**src/design/bse_pkg.sv**
```systemverilog
package bse_pkg;

    localparam int MAX_CTRL_U_DEF    = 8;
    localparam int MAX_CTRL_V_DEF    = 8;
    localparam int MAX_SAMPLES_U_DEF = 256;
    localparam int MAX_SAMPLES_V_DEF = 256;

    localparam int COORD_W  = 24;
    localparam int Q16_W    = 17;
    localparam int CFG_W    = 9;
    localparam int CFG_IDX_W = 2;

    localparam logic [Q16_W-1:0] ONE_Q16 = 17'h10000;

    localparam logic [CFG_IDX_W-1:0] REG_CTRL_COUNT_U = 2'd0;
    localparam logic [CFG_IDX_W-1:0] REG_CTRL_COUNT_V = 2'd1;
    localparam logic [CFG_IDX_W-1:0] REG_SAMPLES_U    = 2'd2;
    localparam logic [CFG_IDX_W-1:0] REG_SAMPLES_V    = 2'd3;

    typedef enum logic [3:0] {
        ST_IDLE,
        ST_DIV_START,
        ST_DIV_WAIT,
        ST_PV,
        ST_W_MUL,
        ST_W_BIN,
        ST_W_POW,
        ST_MAC_RD,
        ST_MAC_ACC,
        ST_FIN
    } state_t;

    typedef logic [15:0][15:0][15:0] binom_tab_t;

    function automatic binom_tab_t gen_binom();
        binom_tab_t t;
        t = '0;
        for (int n = 0; n < 16; n++) begin
            t[n][0] = 16'd1;
            for (int k = 1; k <= n; k++) begin
                t[n][k] = t[n-1][k-1] + t[n-1][k];
            end
        end
        return t;
    endfunction

    localparam binom_tab_t BINOM = gen_binom();

    function automatic logic [Q16_W-1:0] mul_q16(input logic [Q16_W-1:0] a,
                                                 input logic [Q16_W-1:0] b);
        logic [2*Q16_W-1:0] p;
        p = a * b + (2*Q16_W)'(32768);
        return p[Q16_W+15:16];
    endfunction

endpackage

```
**src/design/bse_div.sv**
```systemverilog
module bse_div #(
    parameter int NW = 25,
    parameter int DW = 8
) (
    input  logic          aclk,
    input  logic          aresetn,
    input  logic          start,
    input  logic [NW-1:0] num,
    input  logic [DW-1:0] den,
    output logic          done,
    output logic [NW-1:0] quot
);
    import bse_pkg::*;

    localparam int CNTW = $clog2(NW + 1);

    logic [CNTW-1:0] cnt_reg, cnt_next;
    logic [DW-1:0]   rem_reg, rem_next;
    logic [NW-1:0]   quo_reg, quo_next;
    logic [DW-1:0]   den_reg, den_next;
    logic            done_reg, done_next;
    logic [DW:0]     trial;

    always_comb begin
        cnt_next  = cnt_reg;
        rem_next  = rem_reg;
        quo_next  = quo_reg;
        den_next  = den_reg;
        done_next = 1'b0;
        trial     = {rem_reg, quo_reg[NW-1]};
        if (start) begin
            cnt_next = CNTW'(NW);
            rem_next = '0;
            quo_next = num;
            den_next = den;
        end else if (cnt_reg != '0) begin
            cnt_next = cnt_reg - 1'b1;
            if (trial >= {1'b0, den_reg}) begin
                rem_next = DW'(trial - {1'b0, den_reg});
                quo_next = {quo_reg[NW-2:0], 1'b1};
            end else begin
                rem_next = trial[DW-1:0];
                quo_next = {quo_reg[NW-2:0], 1'b0};
            end
            done_next = (cnt_reg == CNTW'(1));
        end
    end

    always_ff @(posedge aclk) begin
        if (!aresetn) begin
            cnt_reg  <= '0;
            done_reg <= 1'b0;
        end else begin
            cnt_reg  <= cnt_next;
            done_reg <= done_next;
        end
        rem_reg <= rem_next;
        quo_reg <= quo_next;
        den_reg <= den_next;
    end

    assign done = done_reg;
    assign quot = quo_reg;

endmodule

```
**config.mk**
```make
export PLATFORM = sky130hd
export DESIGN_NAME = bse_div
export DESIGN_NICKNAME = d
export VERILOG_FILES = /design/src/design/bse_pkg.sv /design/src/design/bse_div.sv
export SDC_FILE = /design/constraint.sdc
export NUM_CORES = 1
export LEC_CHECK = 0
export BUFFER_PORTS_ARGS = -buffer_cell sky130_fd_sc_hd__buf_2
export CORE_UTILIZATION = 57
export DETAILED_ROUTE_END_ITERATION = 8
export GPL_TIMING_DRIVEN = 0
export PLACE_DENSITY_LB_ADDON = 0.15
export SLEW_MARGIN = 40
export SYNTH_ARGS = -nofsm -noshare
export SYNTH_HDL_FRONTEND = slang
export SYNTH_SLANG_ARGS = --single-unit
export TNS_END_PERCENT = 5
```
**constraint.sdc**
```tcl
create_clock -name aclk -period 4.2 [get_ports aclk]
set_clock_uncertainty 0.2 [all_clocks]
set_input_delay 0 -clock aclk [delete_from_list [all_inputs] [get_ports aclk]]
set_output_delay 0 -clock aclk [all_outputs]
set_load 0.01 [all_outputs]
```
==> reports/metrics.csv, run 1 <==
metric,value,unit
status,finished clean,
fmax,406.3,MHz
synth_top_area_share,40.95,%
setup_viol,0,
syn_nets,256,
crit_chain,ha_1 -> a21oi_1 -> o21ai_0 -> a41oi_2 -> nand2_1 -> mux2_2,
internal_power,1.048,mW
grt_first_pass_wirelength,10220,um
wire_per_inst,17.83,um
drv_cap,0,
worstPathRequired,4.07,ns
end_kind,register,
num-fill-cells,234,
ctsHtreeMaxLevel,2,
ys_types,44,
place_hpwl,3422,um
yosys_warnings,0,
ios,62,
p_seq_share,41.0,%
start_kind,register,
synth_top_area_cell,edfxtp_1,
layout.nets,359,
core,0.004029,sq mm
drive_gt1_share,31.95,%
worstHoldPathType,primary input to register,
p_sw,0.5912,mW
synth_ff_type,edfxtp_1,
cts_tree,built,
largest_reg_flops,25,
cts_buffer_depth,2,
die_w,67.16,um
synth-edff-count,33,
multi_input_area,0.001061,sq mm
postSynth.asyncResetShare,0,%
power_frac_clock,19.0,%
clock_insertion_delay_worst_skew,0.31,ns
drc,0,
post_cts_buffers,0,
worstMarginPinSlew,0.5818,ns
critPathKind,register to register,
grt_usage,31.19,%
finalHoldViolCount,0,
final_common_cell,buf_2,
fin_crit_sh,58.60,%
cpPeakStageDelay,0.42,ns
ant_nets,0,
drv_slew,0,
powerDensity,504.5,mW/mm^2
num_rows,23,
die-area,0.004510,sq mm
area_growth,34.23,%
detailed_place.area,0.002788,sq mm
p_leak,1.377,nW
critPathMaxFanout,9,
grt_overflow,0,
cts_root_buf,clkbuf_8,
cts_made_buffers,5,
vias_per_cell,5.766,
wl,6471,um
syn_area_per_cell,11.58,sq um
synth_area,0.002420,sq mm
rsz0062_at_grt,no,
ys_ff_latch,47,
tns,0,ns
place_congestion,0.8134,
first_iter_violations,263,
grt_antenna_before_repair,0,
port_buffers,61,
final_cell_mix,"buf_2 (62), dlygate4sd3_1 (35), edfxtp_1 (33), mux2_2 (25), inv_1 (15)",
firstDrtPassIters,4,
synthCells,209,
clk_pin_slew_worst_paths,0.09,ns
stdcell_area,0.003248,sq mm
fin_crit,2.461,ns
num_vias,2093,
switching_share,36.08,%
vdd_ir_drop_max,314.5,uV
relSlewSlack,61.21,%
synth_area_leaders,"edfxtp_1 (41%), mux2_2 (12%), dfxtp_1 (12%), ha_1 (5.2%), o21ai_0 (2.5%)",
synth_seq_area_share,52.53,%
seq_area,0.001271,sq mm
crit_slowest_cell,ha_1,
clock-sinks,47,
share_comb_of_total_power,39.9,%
die_h,67.16,um
antenna_cells,0,
grt_max_degree,26,
start_util,60.06,%
critical_path_arrival,2.33,ns
grt_pass1_vias,2115,
## final cells by class
| type | instances | share of cell area, % |
|---|---|---|
| sequential | 47 | 39.14 |
| buffer | 7 | 1.117 |
| multi-input combinational | 139 | 32.67 |
| clock buffer | 8 | 3.120 |
| timing repair buffer | 96 | 20.18 |
| inverter | 16 | 1.849 |
| tap | 50 | 1.926 |
## worst max-delay path: cells and delay by family, from the launching register on
kind,cells,cell delay [ns]
simple gates,1,0.17
flops,1,0.36
mux,1,0.29
compound gates,3,0.79
fa+ha+maj,1,0.42
## power by group through the flow
stage | Sequential, mW | Combinational [mW] | Clock [mW]
2_1_floorplan | 0.681 | 0.416 | 0
3_3_place_gp | 0.672 | 0.573 | 0
3_5_place_dp | 0.671 | 0.588 | 0
4_1_cts | 0.663 | 0.618 | 0.309
5_1_grt | 0.681 | 0.714 | 0.330
6_report | 0.673 | 0.654 | 0.312
## Yosys cell counts, types with 3 or more instances
master    number
a21oi_1        5
ha_1          10
o21ai_1        4
o21ai_0       12
nor3_1         3
nand3_1        7
a311oi_1       6
nor2b_1        6
nor2_1        12
o21a_1         3
dfxtp_1       14
nand2_1       11
inv_1         16
mux2_2        25
buf_1          3
nand2b_1       4
edfxtp_1      33
## per-stage QoR
step           hold WS, ns  total power [mW]  instances  utilization (%)  worst slack (ns)
2_1_floorplan      -0.1011             1.096        209                -             2.089
3_3_place_gp      -0.02242             1.245        320            69.19             1.789
3_5_place_dp      -0.02082             1.259        320            69.19             1.878
4_1_cts             0.2056             1.591        363            80.40             1.872
5_1_grt             0.2149             1.725        363            80.62             1.573
6_report            0.2075             1.639        363            80.62             1.739
## final timing paths
path                                 start         end  slack, ns  depth (start not counted)
worst min register to register  cnt_reg[1]  cnt_reg[1]       0.32                          2
worst max register to register  rem_reg[5]     quot[0]       1.74                          6
worst max-delay path            rem_reg[5]     quot[0]       1.74                          6
worst min-delay path                den[6]  den_reg[6]       0.21                          2
## timing repair
item	CTS	global route
hold endpoints to repair	47	0
resized for setup	0	0
hold buffers	35	0
## cell families (layout without fill, tap and decap cells)
logic type | Yosys count | in the layout | share of synthesized area (%)
adder cells (fa/ha/maj) | 11 | 11 | 5.998
AO/OA/AOI/OAI | 45 | 45 | 12.82
XOR/XNOR | 2 | 2 | 0.7240
multiplexers | 25 | 25 | 11.63
flip-flops | 47 | 47 | 52.53
buffers and inverters | 23 | 127 | 3.981
AND/OR/NAND/NOR | 56 | 56 | 12.31
## routing by layer
| layer | part of all wire, % | vias up | track usage (%) |
|---|---|---|---|
| met5 | 0 | - | 0 |
| met4 | 1.8 | 0 | 12.50 |
| met3 | 6.1 | 12 | 6.757 |
| met2 | 50 | 86 | 51.75 |
| met1 | 42 | 1012 | 39.51 |
| li1 | - | 983 | - |
No activity file was read; power rests on OpenSTA's default activity.
==> inputs of run 2 (changes only) <==
--- a/config.mk
+++ b/config.mk
@@ -5,8 +5,9 @@
 export SDC_FILE = /design/constraint.sdc
 export NUM_CORES = 1
 export LEC_CHECK = 0
+export ABC_AREA = 1
 export BUFFER_PORTS_ARGS = -buffer_cell sky130_fd_sc_hd__buf_2
-export CORE_UTILIZATION = 57
+export CORE_UTILIZATION = 53
 export DETAILED_ROUTE_END_ITERATION = 8
 export GPL_TIMING_DRIVEN = 0
 export PLACE_DENSITY_LB_ADDON = 0.15
==> constraint.sdc (replaced) <==
create_clock -name aclk -period 2.53 [get_ports aclk]
set_clock_uncertainty 0.2 [all_clocks]
set_input_delay 0 -clock aclk [delete_from_list [all_inputs] [get_ports aclk]]
set_output_delay 0 -clock aclk [all_outputs]
set_load 0.01 [all_outputs]
==> run 2 against run 1 <==
  * Maximum frequency increased by 13%
  * Synthesized area about the same
  * Clock power increased by 43%
  * Sequential share of layout area increased by 0.29 points
  * Critical path depth increased by 1
  * Global-route usage decreased by 6.9 points
  * First-iteration DRC count decreased by 54%
  * Critical path type unchanged
  * Sequential cell count unchanged
  * Cell area decreased by 0.73%
==> reports/metrics.csv, run 2 <==
metric,value,unit
p_leak,1.660,nW
synth_seq_area_share,52.56,%
tns,0,ns
drc,0,
layout.nets,437,
internal_power,1.605,mW
vias_per_cell,4.995,
final_cell_mix,"nand2_1 (124), buf_2 (64), dlygate4sd3_1 (35), edfxtp_1 (33), inv_1 (31)",
worstPathRequired,2.30,ns
area_growth,33.32,%
firstDrtPassIters,4,
critical_path_arrival,1.95,ns
setup_viol,0,
largest_reg_flops,25,
worstMarginPinSlew,0.5368,ns
drv_cap,0,
critPathMaxFanout,25,
ant_nets,0,
synth_area_leaders,"edfxtp_1 (41%), nand2_1 (19%), dfxtp_1 (12%), ha_1 (5.2%), inv_1 (5.0%)",
core,0.004384,sq mm
relSlewSlack,64.16,%
antenna_cells,0,
synth_ff_type,edfxtp_1,
grt_antenna_before_repair,0,
rsz0062_at_grt,no,
worstHoldPathType,primary input to register,
grt_pass1_vias,2042,
synth.most_common_cell,nand2_1,
num_vias,2213,
ctsHtreeMaxLevel,2,
start_kind,register,
drive_gt1_share,20.20,%
die_h,69.55,um
cts_root_buf,clkbuf_8,
clk_pin_slew_worst_paths,0.09,ns
finalHoldViolCount,0,
grt_usage,24.34,%
synth-edff-count,33,
grt_max_degree,26,
grt_first_pass_wirelength,9335,um
dp_cells,400,
p_total,2.522,mW
syn_area_per_cell,8.427,sq um
wl,5463,um
postSynth.asyncResetShare,0,%
synth_top_area_share,40.97,%
ys_top_cells_by_count,"nand2_1 (124), edfxtp_1 (33), inv_1 (32)",
critPathKind,register to register,
preCtsSetupSlack,0.3443,ns
cts_tree,built,
fin_crit_sh,86.05,%
cts_made_buffers,5,
synthCells,287,
post_cts_buffers,0,
cts_buffer_depth,2,
p_sw,0.9170,mW
ctsResizeCount,0,
die-area,0.004837,sq mm
status,finished clean,
fin_crit,2.177,ns
end_kind,register,
seq_area,0.001271,sq mm
layout.cells.non_filler,443,
clock_insertion_delay_worst_skew,0.30,ns
final_common_cell,nand2_1,
fmax,459.3,MHz
ios,62,
switching_share,36.36,%
p_seq_share,42.3,%
ys_ff_latch,47,
synth_area,0.002419,sq mm
num_rows,24,
powerDensity,782.1,mW/mm^2
start_util,55.17,%
share_comb_of_total_power,40.1,%
die_w,69.55,um
ys_types,28,
multi_input_area,985.9,sq um
power_frac_clock,17.7,%
port_buffers,61,
utilization,73.54,%
synth_top_area_cell,edfxtp_1,
cts.hold.buffers_added,35,
setup_ws,0.3530,ns
clock-sinks,47,
place_hpwl,3430,um
place_congestion,0.8524,
yosys_warnings,0,
drv_slew,0,
first_iter_violations,121,
vdd_ir_drop_max,501.3,uV
grt_overflow,0,
num-fill-cells,322,
wire_per_inst,12.33,um
syn_nets,334,
## run 2: area by class of cell
class,instances,area share (%)
Clock buffer,6,2.251
Multi-Input combinational cell,200,30.58
Timing Repair Buffer,96,20.33
Tap cell,52,2.018
Inverter,33,3.842
Sequential cell,47,39.43
Clock inverter,2,0.3880
Buffer,7,1.164
## run 2: worst max-delay path, cell delays in order (launching register included)
cell     delay [ns]
dfxtp_1        0.32
inv_1          0.13
ha_1           0.20
inv_1          0.06
nor2_1         0.13
nand2_2        0.12
nor2_2         0.35
inv_2          0.34
## run 2: path summary, 6_finish.rpt
path | to | start | slack [ns] | cells after the start
hold reg to reg | done | cnt_reg[4] | 0.25 | 1
setup / recovery | quot[21] | cnt_reg[0] | 0.35 | 7
setup reg to reg | quot[21] | cnt_reg[0] | 0.35 | 7
hold / removal | den_reg[0] | den[0] | 0.21 | 2
## run 2: cell families (layout without fill, tap and decap cells)
kind of cell | Yosys count | count (layout) | synth area share (%)
and+or+nand+nor | 173 | 173 | 30.37
DFF | 47 | 47 | 52.56
buffers and inverters | 40 | 144 | 6.673
adders and majority gates | 11 | 11 | 6.001
AOI/OAI and AO/OA | 11 | 11 | 2.587
xor gates and xnor gates | 5 | 5 | 1.811
## run 2: routing by layer
| metal | vias up | track usage [%] | share of wire (%) | wire length (um) |
|---|---|---|---|---|
| li1 | 1123 | - | - | - |
| met1 | 1006 | 33.79 | 46 | 2537 |
| met2 | 78 | 37.65 | 46 | 2499 |
| met3 | 6 | 5.233 | 6.3 | 345 |
| met4 | 0 | 9.070 | 1.5 | 80 |
| met5 | - | 0 | 0 | 0 |
## run 2: power by group through the flow
| stage | clock, mW | combinational [mW] | sequential [mW] |
|---|---|---|---|
| 2_1_floorplan | 0 | 0.693 | 1.10 |
| 3_3_place_gp | 0 | 0.943 | 1.08 |
| 3_5_place_dp | 0 | 0.961 | 1.07 |
| 4_1_cts | 0.461 | 1.00 | 1.06 |
| 5_1_grt | 0.489 | 1.14 | 1.08 |
| 6_report | 0.445 | 1.01 | 1.07 |
## run 2: through the flow
| stage | hold WS, ns | instance area [sq um] |
|---|---|---|
| finish | 0.2106 | 3224 |
| global route | 0.2041 | 3224 |
| CTS | 0.1975 | 3224 |
| detailed placement | -0.02132 | 2789 |
| global placement | -0.02385 | 2789 |
| floorplan | -0.1024 | 2419 |
==> inputs of run 3 (changes only) <==
--- a/config.mk
+++ b/config.mk
@@ -7,9 +7,10 @@
 export LEC_CHECK = 0
 export ABC_AREA = 1
 export BUFFER_PORTS_ARGS = -buffer_cell sky130_fd_sc_hd__buf_2
-export CORE_UTILIZATION = 53
+export CORE_UTILIZATION = 57
 export DETAILED_ROUTE_END_ITERATION = 8
 export GPL_TIMING_DRIVEN = 0
+export HOLD_SLACK_MARGIN = 0.12
 export PLACE_DENSITY_LB_ADDON = 0.15
 export SLEW_MARGIN = 40
 export SYNTH_ARGS = -nofsm -noshare
==> constraint.sdc (replaced) <==
create_clock -name aclk -period 2.65 [get_ports aclk]
set_clock_uncertainty 0.2 [all_clocks]
set_input_delay 0 -clock aclk [delete_from_list [all_inputs] [get_ports aclk]]
set_output_delay 0 -clock aclk [all_outputs]
set_load 0.01 [all_outputs]
==> run 3 against run 2 <==
  * Sequential cell count did not move
  * Clock power rose by 7.2%
  * First-iteration DRC count rose by 44%
  * Clock-buffer cell count fell by 1
  * Global-route usage rose by 6.3 points
  * Largest cell class unchanged
  * Final cell count fell by 0.45%
  * Critical path depth did not move
  * Combinational power barely moved
  * Critical path type unchanged
==> reports/metrics.csv, run 3 (same netlist as run 2, synthesis figures left out) <==
metric,value,unit
drc,0,
share_comb_of_total_power,39.8,%
cts_tree,built,
wire_per_inst,14.33,um
grt_pass1_vias,2265,
clock-sinks,47,
grt_max_degree,26,
largest_reg_flops,25,
p_leak,1.666,nW
vdd_ir_drop_max,426.3,uV
core,0.004029,sq mm
reg2reg_depth,7,
num-fill-cells,260,
start_kind,register,
tns,0,ns
clock_insertion_delay_worst_skew,0.31,ns
drv_slew,0,
p_sw,0.9391,mW
grt_antenna_before_repair,0,
critPathKind,register to register,
status,finished clean,
critPathMaxFanout,25,
finalHoldViolCount,0,
place_hpwl,3604,um
r2r_slack,0.46,ns
ios,62,
die_w,67.14,um
post_cts_buffers,0,
p_total,2.483,mW
num_rows,23,
critical_path_arrival,1.97,ns
port_buffers,61,
ctsHtreeMaxLevel,2,
cts_buffer_depth,2,
p_seq_share,41.0,%
power_frac_clock,19.2,%
setup_viol,0,
layout.nets,437,
ctsResizeCount,0,
fin_crit,2.185,ns
rsz0062_at_grt,no,
place_congestion,0.8087,
final_cell_mix,"nand2_1 (124), buf_2 (64), dlygate4sd3_1 (35), edfxtp_1 (33), inv_1 (31)",
die-area,0.004508,sq mm
grt_usage,30.59,%
min_from,den[5],
area_growth,33.68,%
num_vias,2295,
final_common_cell,nand2_1,
vias_per_cell,5.204,
r2r-end,quot[0],
fmax,457.6,MHz
switching_share,37.82,%
relSlewSlack,64.85,%
antenna_cells,0,
worstHoldPathType,primary input to register,
firstDrtPassIters,4,
end_kind,register,
worstMarginPinSlew,0.5265,ns
wl,6320,um
die_h,67.14,um
hold_path_depth,2,
fin_crit_sh,82.46,%
cts_root_buf,clkbuf_8,
grt_overflow,0,
worstPathRequired,2.44,ns
powerDensity,768.0,mW/mm^2
drive_gt1_share,20.46,%
clk_pin_slew_worst_paths,0.10,ns
drv_cap,0,
whs_endpoint,den_reg[5],
cp-startpoint,cnt_reg[0],
first_iter_violations,174,
ant_nets,0,
grt_first_pass_wirelength,10030,um
internal_power,1.544,mW
cts_made_buffers,5,
r2r-start,cnt_reg[0],
start_util,60.03,%
## run 3: cell count changes in the layout (fill, tap and decap cells not counted), sizes merged
cell,change
clkbuf,-1
clkinv,-1
inv,+2
## run 3: layer usage
| metal | vias up | global-route usage (%) | part of all wire, % |
|---|---|---|---|
| li1 | 1123 | - | - |
| met1 | 1046 | 35.46 | 41 |
| met2 | 104 | 51.38 | 48 |
| met3 | 22 | 9.628 | 7.4 |
| met4 | 0 | 14.10 | 3.3 |
| met5 | - | 0 | 0 |
## run 3: through the flow
| stage | hold WS (ns) | setup slack, ns | instance area (sq um) | utilization (%) | cells |
|---|---|---|---|---|---|
| CTS | 0.1993 | 0.4567 | 3233 | 80.25 | 441 |
| floorplan | -0.1024 | 0.6587 | 2419 | - | 287 |
| finish | 0.1972 | 0.4649 | 3233 | 80.25 | 441 |
| detailed placement | -0.02131 | 0.4767 | 2786 | 69.16 | 398 |
| global route | 0.1972 | 0.3080 | 3233 | 80.25 | 441 |
| global placement | -0.02357 | 0.2550 | 2786 | 69.16 | 398 |
## run 3: timing repair
action	4_1_cts	5_1_grt
hold buffers	35	0
endpoints found under the setup margin	0	0
hold endpoints to repair	47	0
## run 3: worst max-delay path by stage
stage	end	slack, ns	cells past startpoint
floorplan	quot[0]	0.66	7
global placement	quot[17]	0.26	7
detailed placement	quot[17]	0.48	7
CTS	quot[12]	0.46	7
global route	quot[23]	0.31	7
finish	quot[0]	0.46	7
## run 3: worst max-delay path, cell delays in order, from the launching register on
cell	delay, ns
dfxtp_1	0.33
inv_1	0.14
ha_1	0.21
inv_1	0.05
nor2_1	0.12
nand2_2	0.12
nor2_2	0.36
inv_2	0.33
## run 3: layout make-up
class	count	area (sq um)	area share (%)
flip-flops and latches	47	1271	39.32
plain buffers	7	37.54	1.161
clock buffers	5	68.82	2.128
well taps	50	62.56	1.935
clock inverters	3	27.53	0.8514
multi-input cells	200	985.9	30.50
inverters	33	123.9	3.831
repair buffers	96	655.6	20.28
## run 3: power by group through the flow
stage          registers, mW  logic (mW)  clock network [mW]
2_1_floorplan           1.05       0.661                   0
3_3_place_gp            1.03       0.896                   0
3_5_place_dp            1.03       0.925                   0
4_1_cts                 1.01       0.970               0.475
5_1_grt                 1.03        1.11               0.504
6_report                1.02       0.988               0.477
